--- src/hw/rtl/srdu_pkg.sv ---
// Package for the segmented reduce unit: item types, mode codes and constants.
`default_nettype none

package srdu_pkg;

    // Element and result data width.
    localparam int DataWidth = 32;
    // Element position counter width.
    localparam int PosWidth = 31;

    // Mode register codes; the unused code gives a plain zero result.
    typedef logic [2:0] mode_t;
    localparam mode_t MODE_SUM             = 3'd0;
    localparam mode_t MODE_MIN             = 3'd1;
    localparam mode_t MODE_MAX             = 3'd2;
    localparam mode_t MODE_WHICH_MIN       = 3'd3;
    localparam mode_t MODE_WHICH_MAX       = 3'd4;
    localparam mode_t MODE_UNSORTED        = 3'd5;
    localparam mode_t MODE_STRICT_UNSORTED = 3'd6;
    localparam mode_t MODE_UNUSED          = 3'd7;

    // Configuration register indexes.
    typedef logic [0:0] cfg_index_t;
    localparam cfg_index_t CFG_MODE      = 1'b0;
    localparam cfg_index_t CFG_NA_REMOVE = 1'b1;

    // Start values and the NA marker.
    localparam logic signed [DataWidth-1:0] MinInit = 32'sh7FFF_FFFF;
    localparam logic signed [DataWidth-1:0] MaxInit = 32'sh8000_0001;
    localparam logic signed [DataWidth-1:0] NaCode  = 32'sh8000_0000;
    localparam logic [PosWidth-1:0]         PosMax  = 31'h7FFF_FFFF;

    // One input item.
    typedef struct packed {
        logic signed [DataWidth-1:0] value;
        logic                        value_is_na;
        logic                        segment_end;
        logic                        empty_segment;
    } item_t;

    // One result item.
    typedef struct packed {
        logic signed [DataWidth-1:0] result;
        logic                        result_is_na;
        logic                        overflow;
    } result_t;

endpackage

`default_nettype wire

--- src/hw/rtl/srdu_accum.sv ---
// Running segment state of the segmented reduce unit and its per-item update.
`default_nettype none

module srdu_accum
(
    input  wire                 clk,
    input  wire                 rst_n,
    input  wire                 advance,
    input  wire srdu_pkg::item_t item,
    input  wire srdu_pkg::mode_t mode,
    input  wire                 na_remove,
    output srdu_pkg::result_t   res
);

    logic signed [srdu_pkg::DataWidth-1:0] acc_reg, acc_next;
    logic signed [srdu_pkg::DataWidth-1:0] prev_reg, prev_next;
    logic [srdu_pkg::PosWidth-1:0]         pos_reg, pos_next;
    logic [srdu_pkg::PosWidth-1:0]         best_reg, best_next;
    logic done_reg, done_next;
    logic na_seen_reg, na_seen_next;
    logic ovf_reg, ovf_next;
    logic have_reg, have_next;

    logic signed [srdu_pkg::DataWidth-1:0] base;
    logic signed [srdu_pkg::DataWidth-1:0] sum;
    logic closes;
    logic which_mode;

    assign closes     = item.empty_segment | item.segment_end;
    assign which_mode = (mode == srdu_pkg::MODE_WHICH_MIN) |
                        (mode == srdu_pkg::MODE_WHICH_MAX);

    // Fold the element into the running state.
    always_comb
    begin
        acc_next     = acc_reg;
        prev_next    = prev_reg;
        pos_next     = pos_reg;
        best_next    = best_reg;
        done_next    = done_reg;
        na_seen_next = na_seen_reg;
        ovf_next     = ovf_reg;
        have_next    = have_reg;
        base         = acc_reg;
        sum          = acc_reg;
        if (!item.empty_segment)
        begin
            if (pos_reg != srdu_pkg::PosMax)
            begin
                pos_next = pos_reg + 1'b1;
            end
            if (!done_reg && (mode != srdu_pkg::MODE_UNUSED))
            begin
                if (item.value_is_na)
                begin
                    if (!which_mode && !na_remove)
                    begin
                        na_seen_next = 1'b1;
                        done_next    = 1'b1;
                    end
                end
                else
                begin
                    have_next = 1'b1;
                    unique case (mode)
                        srdu_pkg::MODE_SUM:
                        begin
                            base = have_reg ? acc_reg : '0;
                            sum  = base + item.value;
                            if (((base ^ sum) & (item.value ^ sum)) < 0)
                            begin
                                ovf_next = 1'b1;
                            end
                            acc_next = sum;
                        end
                        srdu_pkg::MODE_MIN, srdu_pkg::MODE_WHICH_MIN:
                        begin
                            base = have_reg ? acc_reg : srdu_pkg::MinInit;
                            acc_next = base;
                            if (item.value < base)
                            begin
                                acc_next = item.value;
                                if (mode == srdu_pkg::MODE_WHICH_MIN)
                                begin
                                    best_next = pos_next;
                                end
                            end
                        end
                        srdu_pkg::MODE_MAX, srdu_pkg::MODE_WHICH_MAX:
                        begin
                            base = have_reg ? acc_reg : srdu_pkg::MaxInit;
                            acc_next = base;
                            if (item.value > base)
                            begin
                                acc_next = item.value;
                                if (mode == srdu_pkg::MODE_WHICH_MAX)
                                begin
                                    best_next = pos_next;
                                end
                            end
                        end
                        default:
                        begin
                            // Both unsorted variants compare with the previous element.
                            if (have_reg &&
                                ((mode == srdu_pkg::MODE_STRICT_UNSORTED) ?
                                 (item.value <= prev_reg) : (item.value < prev_reg)))
                            begin
                                done_next = 1'b1;
                            end
                            prev_next = item.value;
                        end
                    endcase
                end
            end
        end
    end

    // Result of a closing segment, taken from the updated state.
    always_comb
    begin
        res = '0;
        if (mode == srdu_pkg::MODE_UNUSED)
        begin
            res = '0;
        end
        else if (na_seen_next)
        begin
            res.result       = srdu_pkg::NaCode;
            res.result_is_na = 1'b1;
        end
        else
        begin
            unique case (mode)
                srdu_pkg::MODE_SUM:
                begin
                    res.result   = have_next ? acc_next : '0;
                    res.overflow = ovf_next;
                end
                srdu_pkg::MODE_MIN:
                begin
                    res.result = have_next ? acc_next : srdu_pkg::MinInit;
                end
                srdu_pkg::MODE_MAX:
                begin
                    res.result = have_next ? acc_next : srdu_pkg::MaxInit;
                end
                srdu_pkg::MODE_WHICH_MIN, srdu_pkg::MODE_WHICH_MAX:
                begin
                    if (best_next == '0)
                    begin
                        res.result       = srdu_pkg::NaCode;
                        res.result_is_na = 1'b1;
                    end
                    else
                    begin
                        res.result = {1'b0, best_next};
                    end
                end
                default:
                begin
                    res.result = {{(srdu_pkg::DataWidth-1){1'b0}}, done_next};
                end
            endcase
        end
    end

    // State registers; a closed segment starts the next one from scratch.
    always_ff @(posedge clk or negedge rst_n)
    begin
        if (!rst_n)
        begin
            acc_reg     <= '0;
            prev_reg    <= '0;
            pos_reg     <= '0;
            best_reg    <= '0;
            done_reg    <= 1'b0;
            na_seen_reg <= 1'b0;
            ovf_reg     <= 1'b0;
            have_reg    <= 1'b0;
        end
        else if (advance)
        begin
            if (closes)
            begin
                acc_reg     <= '0;
                prev_reg    <= '0;
                pos_reg     <= '0;
                best_reg    <= '0;
                done_reg    <= 1'b0;
                na_seen_reg <= 1'b0;
                ovf_reg     <= 1'b0;
                have_reg    <= 1'b0;
            end
            else
            begin
                acc_reg     <= acc_next;
                prev_reg    <= prev_next;
                pos_reg     <= pos_next;
                best_reg    <= best_next;
                done_reg    <= done_next;
                na_seen_reg <= na_seen_next;
                ovf_reg     <= ovf_next;
                have_reg    <= have_next;
            end
        end
    end

endmodule

`default_nettype wire

--- src/hw/rtl/segmented_reduce_unit.sv ---
// A closing item passes the input register and then the result register before m_tvalid.
// One item per cycle unless a closing item waits on a held result; the single add or
// compare against the running state sits between the input register and the result register.
// A stalled result holds only closing items; non-closing items keep flowing.
// Reset (rst_n, asynchronous, active low) empties both registers, clears the running
// segment state and sets mode to sum with NA removal off.
`default_nettype none

module segmented_reduce_unit
(
    input  wire         clk,
    input  wire         rst_n,
    // Input stream.
    input  wire         s_tvalid,
    output logic        s_tready,
    input  wire  [31:0] s_tdata,   // [31:0] value
    input  wire  [1:0]  s_tuser,   // [0] value_is_na, [1] empty_segment
    input  wire         s_tlast,   // segment_end
    // Result stream.
    output logic        m_tvalid,
    input  wire         m_tready,
    output logic [31:0] m_tdata,   // [31:0] result
    output logic [1:0]  m_tuser,   // [0] result_is_na, [1] overflow
    // Configuration writes.
    input  wire         cfg_we,
    input  wire  [0:0]  cfg_index,
    input  wire  [2:0]  cfg_data
);

    srdu_pkg::mode_t   mode_reg;
    logic              na_remove_reg;
    logic              in_valid_reg;
    srdu_pkg::item_t   in_item_reg;
    logic              out_valid_reg;
    srdu_pkg::result_t out_reg;
    srdu_pkg::result_t res;
    logic              closes;
    logic              advance;

    assign closes   = in_item_reg.empty_segment | in_item_reg.segment_end;
    assign advance  = in_valid_reg & (~closes | ~out_valid_reg | m_tready);
    assign s_tready = ~in_valid_reg | advance;

    // Configuration registers.
    always_ff @(posedge clk or negedge rst_n)
    begin
        if (!rst_n)
        begin
            mode_reg      <= srdu_pkg::MODE_SUM;
            na_remove_reg <= 1'b0;
        end
        else if (cfg_we)
        begin
            unique case (cfg_index)
                srdu_pkg::CFG_MODE:      mode_reg      <= cfg_data;
                srdu_pkg::CFG_NA_REMOVE: na_remove_reg <= cfg_data[0];
                default:                 mode_reg      <= mode_reg;
            endcase
        end
    end

    // Input register.
    always_ff @(posedge clk or negedge rst_n)
    begin
        if (!rst_n)
        begin
            in_valid_reg <= 1'b0;
        end
        else if (s_tready)
        begin
            in_valid_reg <= s_tvalid;
        end
    end

    always_ff @(posedge clk)
    begin
        if (s_tready && s_tvalid)
        begin
            in_item_reg.value         <= s_tdata;
            in_item_reg.value_is_na   <= s_tuser[0];
            in_item_reg.segment_end   <= s_tlast;
            in_item_reg.empty_segment <= s_tuser[1];
        end
    end

    // Running segment state.
    srdu_accum u_accum
    (
        .clk       (clk),
        .rst_n     (rst_n),
        .advance   (advance),
        .item      (in_item_reg),
        .mode      (mode_reg),
        .na_remove (na_remove_reg),
        .res       (res)
    );

    // Result register.
    always_ff @(posedge clk or negedge rst_n)
    begin
        if (!rst_n)
        begin
            out_valid_reg <= 1'b0;
        end
        else if (advance && closes)
        begin
            out_valid_reg <= 1'b1;
        end
        else if (m_tready)
        begin
            out_valid_reg <= 1'b0;
        end
    end

    always_ff @(posedge clk)
    begin
        if (advance && closes)
        begin
            out_reg <= res;
        end
    end

    assign m_tvalid = out_valid_reg;
    assign m_tdata  = out_reg.result;
    assign m_tuser  = {out_reg.overflow, out_reg.result_is_na};

endmodule

`default_nettype wire

--- config.mk ---
export PLATFORM = sky130hd
export DESIGN_NAME = segmented_reduce_unit
export DESIGN_NICKNAME = d
export VERILOG_FILES = /design/src/hw/rtl/srdu_pkg.sv /design/src/hw/rtl/srdu_accum.sv /design/src/hw/rtl/segmented_reduce_unit.sv
export SDC_FILE = /design/constraint.sdc
export NUM_CORES = 1
export LEC_CHECK = 0
export ABC_AREA = 1
export ABC_CLOCK_PERIOD_IN_PS = 4700
export BUFFER_PORTS_ARGS = -buffer_cell sky130_fd_sc_hd__buf_2
export CORE_AREA = 3 3 169 171
export CTS_CLUSTER_DIAMETER = 50
export DETAILED_ROUTE_END_ITERATION = 7
export DIE_AREA = 0 0 172 174
export PLACE_DENSITY = 0.85
export SETUP_SLACK_MARGIN = 0.05
export SLEW_MARGIN = 5
export SYNTH_ARGS = -nofsm -noshare
export SYNTH_HDL_FRONTEND = slang
export SYNTH_SLANG_ARGS = --single-unit
--- constraint.sdc ---
create_clock -name clk -period 4.7 [get_ports clk]
set_clock_uncertainty 0.1 [all_clocks]
set_input_delay 0.235 -clock clk [delete_from_list [all_inputs] [get_ports clk]]
set_output_delay 0.235 -clock clk [all_outputs]
set_load 0.05 [all_outputs]
### Word-level counts from Yosys, hierarchy flattened

Cells that the tools add are included.

* register bits after elaboration: 205
* output and inout bits: 36
* logic and storage cells: 134

* $add $sub $neg: 2
* magnitude comparators: 5
* equality and inequality tests: 11
* multiplexer cells: 60
* bitwise gates (word level): 14
* reductions and logical operators: 22

Operators with widths (number)
* 32-bit two-way mux: 18
* 31-bit two-way mux: 11
* 32-bit one-hot mux with 4 select lines: 1
* 32-bit one-hot mux with 3 select lines: 1
* 32-bit < comparator: 2
* 32-bit bitwise XOR: 2
* 31-bit one-hot mux with 2 select lines: 1
* 33-bit two-way mux: 1
* 32-bit adder: 1
* 32-bit AND: 1
* 32-bit > comparator: 1
* 32-bit less-or-equal comparator: 1
* 32-bit by 1-bit < comparator with 1-bit output (second input constant): 1
* 31-bit by 1-bit adder with 31-bit output (second input constant): 1
* 31-bit logical NOT: 1
* 31-bit inequality test (second input constant): 1
* 1-bit two-way mux: 27
* 3-bit equality test (second input constant): 3
* 2-bit OR reduction: 4
* 3-bit by 2-bit equality test with 1-bit output (second input constant): 2
* 2-bit by 1-bit inequality test with 1-bit output (second input constant): 3
* 2-bit AND reduction: 3
* 1-bit logical AND: 5
* 1-bit NOT: 5
* other kinds (10): 17

### Longest topological paths before layout

Gate-level depths: netlist of run 1.

* depth in word-level cells: 12
* depth in mapped cells: 31
* depth with buffers taken out: 30

### By module

Synthesis of run 1 repeated with hierarchy kept, for this count alone.

* cells, all modules: 2457
* area, all modules: 16756.1 um^2

By module, submodules not included
* srdu_accum: times used 1, cells an instance 2354, area an instance 14395.1 um^2
* segmented_reduce_unit: times used 1, cells an instance 103, area an instance 2361.0 um^2

### Worst setup path after synthesis of run 1

Ideal clock, no wire load.

* path kind: register to register
* from: reg u_accum.have_reg
* to: reg out_reg, in the netlist m_tdata[23], data pin
* arrival time: 3129 ps
* path slack: 1216 ps
* cell stages (with the launch flop): 25
* period minus slack after synthesis: 3484 ps
* path through: dfrtp_1 -> clkbuf_1 -> clkbuf_1 -> nand2_1 -> ha_1 -> nand2_1 -> nor2_2 -> nand2_1 -> nor2_1 -> nand2_1 -> nand2_1 -> nor2_1 -> nand2_1 -> nand2_2 -> nand3_2 -> buf_6 -> buf_6 -> buf_6 -> buf_6 -> o211ai_1 -> nand4_1 -> nand2_1 -> o22ai_1 -> o21ai_0 -> inv_1

* word-level cells in the longest chain between the ends: 10
* elaborated cells between the ends (all ways): 27
* those cells by class: add/sub: 1; order compare: 2; mux: 23; reduce/logical: 1

Ends and longest elaborated chain
* start, declared: line srdu_accum.sv:22 `logic have_reg, have_next;`
* start signal, assigned: line srdu_accum.sv:204 `have_reg <= have_next;`
* 32-bit two-way mux (on tied branches): line srdu_accum.sv:91, srdu_accum.sv:78
* 32-bit > comparator or 32-bit < comparator (tied branches): line srdu_accum.sv:93, srdu_accum.sv:80
* 31-bit two-way mux (on tied branches): line srdu_accum.sv:93, srdu_accum.sv:80
* 31-bit one-hot mux with 2 select lines: line srdu_accum.sv:65 `unique case (mode)`
* 31-bit two-way mux: line srdu_accum.sv:54 `if (item.value_is_na)`
* 31-bit two-way mux: line srdu_accum.sv:52 `if (!done_reg && (mode != srdu_pkg::MODE_UNUSED))`
* 31-bit two-way mux: line srdu_accum.sv:46 `if (!item.empty_segment)`
* 31-bit logical NOT: line srdu_accum.sv:150 `if (best_next == '0)`
* 32-bit two-way mux: line srdu_accum.sv:150
* 32-bit one-hot mux with 4 select lines (*): line srdu_accum.sv:134 `unique case (mode)`
* end signal, assigned: line segmented_reduce_unit.sv:119 `out_reg <= res;`
* end, declared: line segmented_reduce_unit.sv:35 `srdu_pkg::result_t out_reg;`

Every way passes the cells marked *; elsewhere a longest branch is shown, timed or not.
A chain may end at the register's enable or synchronous reset.

### Worst setup path after layout of run 1

* from: reg u_accum.have_reg
* to: reg out_reg, in the netlist m_tdata[31], data pin

* word-level cells in the longest chain between the ends: 11
* elaborated cells between the ends (all ways): 28
* those cells by class: add/sub: 1; order compare: 2; mux: 24; reduce/logical: 1

Ends and longest elaborated chain
* 32-bit two-way mux (on tied branches): line srdu_accum.sv:91, srdu_accum.sv:78
* 32-bit > comparator or 32-bit < comparator (tied branches): line srdu_accum.sv:93, srdu_accum.sv:80
* 31-bit two-way mux (on tied branches): line srdu_accum.sv:93, srdu_accum.sv:80
* 31-bit one-hot mux with 2 select lines: line srdu_accum.sv:65
* 31-bit two-way mux: line srdu_accum.sv:54
* 31-bit two-way mux: line srdu_accum.sv:52
* 31-bit two-way mux: line srdu_accum.sv:46
* 31-bit logical NOT: line srdu_accum.sv:150
* 32-bit two-way mux: line srdu_accum.sv:150
* 32-bit one-hot mux with 4 select lines (*): line srdu_accum.sv:134
* 33-bit two-way mux (*): line srdu_accum.sv:127 `else if (na_seen_next)`

Marked as above.

==> summary by stage, run 1 <==
Run status
The flow ran to the end, and the final reports show no timing, DRC or antenna violations.

Critical path
The number of cells on the critical path is 23. Broken down by cell family, the worst path's largest delay share belongs to simple AND/OR/NAND/NOR gates. STA puts the critical path data required time at approximately 5 ns.

Counting cells, the worst reg-to-reg path comes to 23. The critical path goes through clkinv_1 -> buf_4 -> nor2_1 -> ha_1 -> nand2_1 -> nor2_2 -> nand2_1 -> nor4_2 -> nand4_1 -> nand3_2 -> buf_12 -> nand2_1 -> nand3_1 -> nand2_1 -> a21oi_1 -> nand2_1 -> nor2_1 -> nand2_1 -> nor2_1 -> nand3_1 -> nand3_1 -> nand2_1 -> inv_1. The setup slack of the most critical reg-to-reg path is 0.34 ns. The worst reg2reg path endpoint is m_tdata[31]. The startpoint identified for the worst register-to-register timing path is u_accum.have_reg. For the worst setup path, the data arrival time is 4.65 ns. The worst stage delay on the critical path is 0.41 ns.

Along the worst path, the maximum fanout reaches between 40 and 50. The cell with the most instances on the worst path is nand2_1. STA classifies the critical path endpoint as a flip-flop.

The slowest cell on the critical path is dfrtp_1. STA classifies the critical path startpoint as a flip-flop. The category of the most critical setup path is flip-flop to flip-flop.

The number of buffers and inverters on the critical path is 4.

Clock tree
The root buffer selected by CTS is clkbuf_16. The TritonCTS clock tree is done. The clock transition at the registers of the reported paths is 0.06 ns. The CTS H-tree depth is 2. Counting the buffers created by CTS gives 34. The number of sinks on the clock net is 205.

The maximum buffer depth of the clock tree is 3. The latest clock arrival within the worst-skew pair is 0.52 ns.

Detailed routing
Dividing the detail-routed via count by the number of cells gives 6.355. The count of nets left with antenna violations once routing finished came out at 0. The number of iterations in the first detailed-routing pass is 7.

Summed over all layers, the routed wires come to 60040 um. In the routed design, unresolved DRC markers number 0. The detailed router finished its first iteration with 2428 violations. Dividing the detail-routed wire length by the instance count gives 20.84 um. Across all layers, the routed design uses 18310 vias.

STA
At the pin with the least slew margin, the transition time is 1.033 ns. Setup repair after global routing left no endpoint under its margin. The number of endpoints failing setup at the final stage is 0. The achievable clock frequency is about 230 MHz.

The minimum clock period is 4.358 ns. The final critical-path share of the clock period is 92.72%. Adding up every negative setup slack in the final design gives 0 ns.

The count of final max-slew check failures is 0. The number of hold-slack violations in the final timing report is 0. The worst-case headroom to the max-slew limit is 31.14%.

Final layout
The number of flip-flops in the largest register is 35. The area taken by flip-flops and latches is 0.005475 sq mm. The final-layout fill cell count is between 2000 and 2500. The number of antenna diodes in the final layout is 0. The final standard cell count with taps included and fillers excluded is 2881. The area used by multi-input combinational logic is 0.009769 sq mm. The total non-filler cell area in the finished layout is between 0.015 and 0.02 sq mm. The area growth from synthesis to layout is 14.43%.

The fraction of layout cells with a size suffix above 1 is 9.291%. At the end of the flow, the number of nets in the layout was 2687.

Floorplanning
The die width is 172 um. The vertical extent of the die is 174 um. The initial core utilization is between 60% and 70%. The full die area is 0.02993 sq mm.

The standard cell core area is 0.02703 sq mm. The number of standard-cell rows in the floorplan is 60. 80 I/O pins were placed.

Synth
In the synthesized netlist, the cells that appear most often are nand2_1, inv_1, o21ai_0, nor2_1, nand3_1. Counting every net in the synthesized netlist gives 2600. The top cell type by area accounts for 20.37% of the synthesized area. In this run, distinct cell masters in the synthesized netlist total 53. Synthesis produced 2427 cells. The number of flops mapped to enable cells by yosys is 69. The async set or reset register ratio after synthesis is 66.34%. Sorting the synthesized cells by area gives the leading types as dfrtp_1, nand2_1, edfxtp_1. The share of the Yosys chip area taken by registers is 32.76%. The mapped netlist covers 0.01671 sq mm. Among all flip-flop cells after synthesis, the most frequent one is dfrtp_1. The average size of a mapped cell is 6.885 sq um. Yosys instantiated no cell more often than nand2_1. The largest total area in the synthesized netlist belongs to dfrtp_1. The flip-flop and latch count after synthesis is 205. During synthesis, Yosys emitted a total of 0 warnings.

Worst hold path
Along the worst hold path, the cell count comes to 4. For hold timing, the worst endpoint is mode_reg[2]. The type of the worst min-delay path is input pin to flip-flop. In this run the most critical hold path is launched from cfg_index.

Pwr
The share of total power dissipated in sequential elements is 30.5%. The internal power of the cells totals about 0.0044 W. The worst supply voltage drop on vdd is 0.3025 mV. The combinational share of power is 30.8%. The clock network power share is approximately 39%.

For this design the total switching power over the nets is 0.002614 W. The switching part of the total power is 37.41%. For this design the ratio of total power to cell area is approximately 370 mW/mm^2. For this design the static power due to leakage is 9.337 nW.

Job
Across the run, the number of max-cap violations was 0.

Global route
The initial antenna violation count was 0. Entering global routing, the biggest net connects 95 pins. Across every metal layer, demand over resource in global routing totals 39.49%. The global-route wire length before repair is about 94000 um.

The via count of the first global-routing pass is 17580. The final global-route overflow total is 0.

Placement
The number of port buffers is 79. In this run the cell area measured after placement is 0.01746 sq mm. At the end of routability-driven placement, the weighted congestion stood at 1.001. After detailed placement, the design holds a cell count of about 2800. The half-perimeter wire length after detailed placement is approximately 41000 um.
==> layer usage <==
layer / GRT usage, % / part of all wire, % / vias to the layer above
li1: - / - / 8392
met1: 49.71 / 36 / 8370
met2: 62.84 / 45 / 1260
met3: 8.165 / 11 / 286
met4: 22.59 / 7.0 / 0
met5: 0 / 0 / -
==> worst max path at each step <==
stage / slack (ns) / to / start
floorplan: 1.22 / m_tdata[23] / u_accum.have_reg
global placement: 0.54 / m_tdata[20] / u_accum.have_reg
detailed placement: 0.49 / m_tdata[20] / u_accum.have_reg
CTS: 0.46 / m_tdata[20] / u_accum.have_reg
global route: 0.13 / m_tdata[31] / u_accum.have_reg
finish: 0.34 / m_tdata[31] / u_accum.have_reg
==> cell families after synthesis <==
| logic type | after synthesis | share of synthesized area [%] |
|---|---|---|
| compound gates | 588 | 19.75 |
| xor+xnor | 19 | 0.9958 |
| fa+ha+maj | 129 | 9.704 |
| buf+inv | 384 | 9.082 |
| flops | 205 | 32.76 |
| mux | 1 | 0.06738 |
| simple gates | 1101 | 27.64 |
==> power groups by stage <==
stage | Sequential [W] | Clock [W] | Combinational, W
6_report | 0.00213 | 0.00271 | 0.00215
5_1_grt | 0.00214 | 0.00279 | 0.00234
2_1_floorplan | 0.00224 | 0 | 0.00133
3_5_place_dp | 0.00215 | 0 | 0.00204
4_1_cts | 0.00212 | 0.00271 | 0.00208
3_3_place_gp | 0.00215 | 0 | 0.00198
==> metrics by stage <==
stage	power, W	hold slack, ns	utilization [%]	worst slack, ns
2_1_floorplan	0.003566	-0.1606	-	1.216
3_3_place_gp	0.004131	0.3088	64.62	0.5429
3_5_place_dp	0.004189	0.3079	64.62	0.4873
4_1_cts	0.006908	0.03267	70.75	0.4580
5_1_grt	0.007269	0.08893	70.75	0.1315
6_report	0.006987	0.07002	70.75	0.3421
==> worst reg2reg max path, cell delays in order, from the launching register on <==
cell	delay, ns
dfrtp_1	0.41
clkinv_1	0.05
buf_4	0.33
nor2_1	0.11
ha_1	0.41
nand2_1	0.11
nor2_2	0.19
nand2_1	0.13
nor4_2	0.34
nand4_1	0.24
nand3_2	0.21
buf_12	0.27
nand2_1	0.12
nand3_1	0.09
nand2_1	0.07
a21oi_1	0.26
nand2_1	0.12
nor2_1	0.12
nand2_1	0.05
nor2_1	0.15
nand3_1	0.14
nand3_1	0.09
nand2_1	0.06
inv_1	0.06
==> repair_timing <==
action | CTS | global route
resized for setup | 0 | 1
hold buffers | 43 | 0
endpoints found under the setup margin | 0 | 2
setup buffers | 0 | 0
endpoints found under the hold margin | 134 | 0
==> layout make-up <==
cell class	instances	share of cell area, %
Tap cell	341	2.231
Multi-Input combinational cell	1838	51.09
Inverter	269	5.280
Clock buffer	43	5.169
Clock inverter	19	1.256
Sequential cell	205	28.63
Timing Repair Buffer	166	6.340
==> cells in the final DEF (no fill, tap or decap), types with 57 or more instances in the layout <==
cell | netlist | layout
a21oi_1 | 179 | 179
buf_2 | 21 | 78
dfrtp_1 | 136 | 136
edfxtp_1 | 69 | 69
ha_1 | 128 | 128
inv_1 | 257 | 257
nand2_1 | 582 | 580
nand3_1 | 180 | 180
nor2_1 | 244 | 240
o21ai_0 | 248 | 247
o22ai_1 | 57 | 57
No activity file was read; power rests on OpenSTA's default activity.
==> run 2, diff against run 1 <==
Settings changed: REMOVE_ABC_BUFFERS set to 1.
==> run 2 against run 1 <==
  * Die area is the same
  * Non-clock buffer count is 10 higher
  * Critical endpoint is now m_tdata[12]
  * Register-to-register slack lost 0.06 ns
  * Routed wire length shrank 7.0%
  * Sequential power barely moved
  * Cell area is 0.91% lower
  * Fmax is 1.5% lower
  * Utilization fell by 0.64 points
  * Critical path type unchanged
  * Clock power shrank 16%
  * Via count fell by 2.6%
  * Combinational power shrank 2%
==> summary by stage, run 2 (synthesis gave the netlist of run 1 again) <==
Critical path
The number of cells on the critical path is 24. The category of the most critical setup path is flip-flop to flip-flop. On the critical path the largest part of the delay comes from simple AND/OR/NAND/NOR gates. The number of cells on the worst reg-to-reg path is 24. The number of buffers and inverters on the critical path is 4. At the worst endpoint, the required time is 4.91 ns. The kind of start point of the critical path is a flip-flop. The kind of capture point of the worst setup path is a flip-flop. At the worst endpoint, the arrival time is roughly 4.6 ns.

The largest fanout on the critical path is 33. For this design, the slowest cell found on the critical path is nand2_2. In this design, the stage delay of the slowest critical-path cell is 0.37 ns. Walking the worst path, the cells encountered are buf_4 -> nand2_1 -> ha_1 -> inv_1 -> nand2_1 -> nand2_1 -> nand2_1 -> nand2_1 -> nand2_1 -> nand2_1 -> nand2_1 -> nand2_1 -> nand2_1 -> nand2_1 -> nand2_1 -> nand2_2 -> buf_4 -> buf_4 -> a211oi_1 -> nor3_1 -> nand2_1 -> o21ai_0 -> a21oi_1 -> o21a_1.

The cell with the most instances on the worst path is nand2_1.

Pwr
The switching part of the total power is 37.54%. Overall power consumption after layout is estimated at 0.006506 W. The combinational share of power is 32.3%. The worst supply voltage drop on vdd is ~0.31 mV. The clock network power share is a little over a third. The power density relative to cell area is 343.3 mW/mm^2. The part of the total power dissipated in sequential elements is 32.8%. The total net switching power is 0.002442 W. The total leakage power is 9.252 nW. The internal power is about 0.004 W.

Global route
For this run the aggregate overflow at the end of global routing stands at 0. The initial antenna violation count is 0. The global routing usage summed across all routing layers is 36.91%.

The largest net degree at the start of global routing is 80. The first global-routing pass estimated roughly 90000 um of wire. The via count of the first global-routing pass is 17350.

STA
Setup violations remaining at the end of the flow were counted as 0. The minimum clock period is roughly 4.4 ns. The number of hold-slack violations in the final timing report is 0. Headroom to the max-slew limit came out at 22.65%. The count of final max-slew check failures is 0. Static timing analysis puts the maximum clock frequency at around 230 MHz.

Setup repair after global routing left no endpoint under its margin. For the pin with the worst max-slew slack, the measured transition is 1.159 ns. The worst hold slack is 0.05973 ns. Dividing the final minimum period by the clock period gives between 90% and 100%.

Worst hold path
The worst hold path passes through 4 cells. The type of the worst min-delay path is input pin to flip-flop.

Floorplanning
The total I/O pin count is 80. The floorplan has 60 rows. In this run the standard cell core region covers ~0.027 sq mm. The full die area is approximately 0.03 sq mm. The die is around 170 um tall. The die width is 172 um. The initial core utilization is 61.83%.

Run status
The run finished with clean final reports.

Final layout
For this run, the number of standard cells in the final layout without fillers is 2879. Summing all non-filler instances in the final layout gives an area of approximately 0.019 sq mm. The total inserted antenna cells is 0. The post-layout utilization of the core is 70.11%. In the layout the commonest cells are nand2_1, inv_1, o21ai_0, nor2_1, nand3_1.

The area taken by flip-flops and latches is 0.005475 sq mm. From synthesis to final layout, the design area changed by 13.39%. Of the cells placed in the final design, the portion with a size suffix greater than 1 is a little under a tenth. The count of nets after finishing is 2690. The number of flip-flops in the largest register is 35. The final-layout fill cell count is 2303. Leaving out fill and tap cells, the most frequent cell in the layout is nand2_1.

The area used by multi-input combinational logic is roughly 0.0098 sq mm.

Detailed routing
The count of nets left with antenna violations once routing finished came out at 0. After detailed routing, the number of remaining DRC violations is 0. Summing over every cut layer, the via total after detailed routing is 17840. The routed design has 55840 um of wire.

Dividing the detail-routed via count by the number of cells gives slightly above 6. The detailed router finished its first iteration with approximately 1800 violations. The pre-antenna-repair detailed-routing pass consisted of 6 iterations. The wire length per cell is ~19 um.

Clock tree
In this run the deepest clock path goes through 3 buffers. The CTS H-tree depth is 1. Clock-pin slew was measured on the worst setup and hold paths at 0.06 ns.

The later pin in the worst-skew pair is clocked with a latency of between 0.5 and 0.6 ns. TritonCTS created 27 clock buffers. The root buffer selected by CTS is clkbuf_16. The number of sinks on the clock net is 205. The TritonCTS clock tree is done.

Placement
The count of buffers added on input and output ports is 79. In this run the cell area measured after placement is 0.01746 sq mm. Once placement completed, the tool counted placed cells totaling around 2800.

The routability congestion estimate is 0.9937. The half-perimeter wire length after detailed placement is roughly 40000 um.

Job
The total of max-cap violations is 0.
==> run 2: changes by cell type in the layout (fill, tap and decap cells not counted), sizes merged <==
cell	delta
buf	+7
clkinvlp	+1
clkinv	-3
dlygate4sd3	+3
clkbuf	-6
inv	-4
==> run 2: layout make-up <==
class / count / share of cell area [%]
inverters: 269 / 5.349
well taps: 341 / 2.252
flip-flops and latches: 205 / 28.90
clock inverters: 13 / 1.076
repair buffers: 176 / 6.656
multi-input cells: 1838 / 51.57
clock buffers: 37 / 4.200
==> run 2: worst paths after layout <==
path	endpoint	slack [ns]	startpoint
max in group asynchronous	u_accum.acc_reg[28]	3.29	rst_n
max	m_tdata[12]	0.28	u_accum.have_reg
min in group asynchronous	u_accum.pos_reg[5]	0.10	rst_n
min	mode_reg[1]	0.06	cfg_index
min reg2reg	u_accum.ovf_reg	0.42	u_accum.ovf_reg
max reg2reg	m_tdata[12]	0.28	u_accum.have_reg
==> run 2: worst min-delay path, delay by kind of cell <==
| kind | cells | cell delay, ns |
|---|---|---|
| simple gates | 1 | 0.13 |
| mux | 1 | 0.17 |
| buf+inv | 2 | 0.14 |
==> run 2: power groups by stage <==
| stage | clock [W] | sequential (W) | combinational [W] |
|---|---|---|---|
| after floorplan | 0 | 0.00225 | 0.00123 |
| after global placement | 0 | 0.00216 | 0.00194 |
| after detailed placement | 0 | 0.00216 | 0.00199 |
| after CTS | 0.00228 | 0.00213 | 0.00203 |
| after global routing | 0.00236 | 0.00215 | 0.00231 |
| final | 0.00227 | 0.00214 | 0.00210 |
==> run 2: stage by stage <==
step	setup TNS [ns]	setup WS [ns]
final	0	0.2779
after global routing	0	0.05278
after CTS	0	0.3509
after detailed placement	0	0.3743
after global placement	0	0.4061
after floorplan	-97.32	-1.036
==> run 2: timing repair <==
item,4_1_cts,5_1_grt
setup endpoints to repair,0,9
buffers inserted,0,2
hold buffers,46,0
endpoints found under the hold margin,87,0
gates resized for setup,0,3
==> run 2: per-layer routing <==
| layer | global-route usage [%] | up-vias | part of all wire (%) |
|---|---|---|---|
| met5 | 0 | - | 0 |
| met4 | 18.13 | 0 | 5.4 |
| met3 | 7.096 | 201 | 9.2 |
| met2 | 60.61 | 967 | 47 |
| met1 | 46.44 | 8288 | 38 |
| li1 | - | 8383 | - |
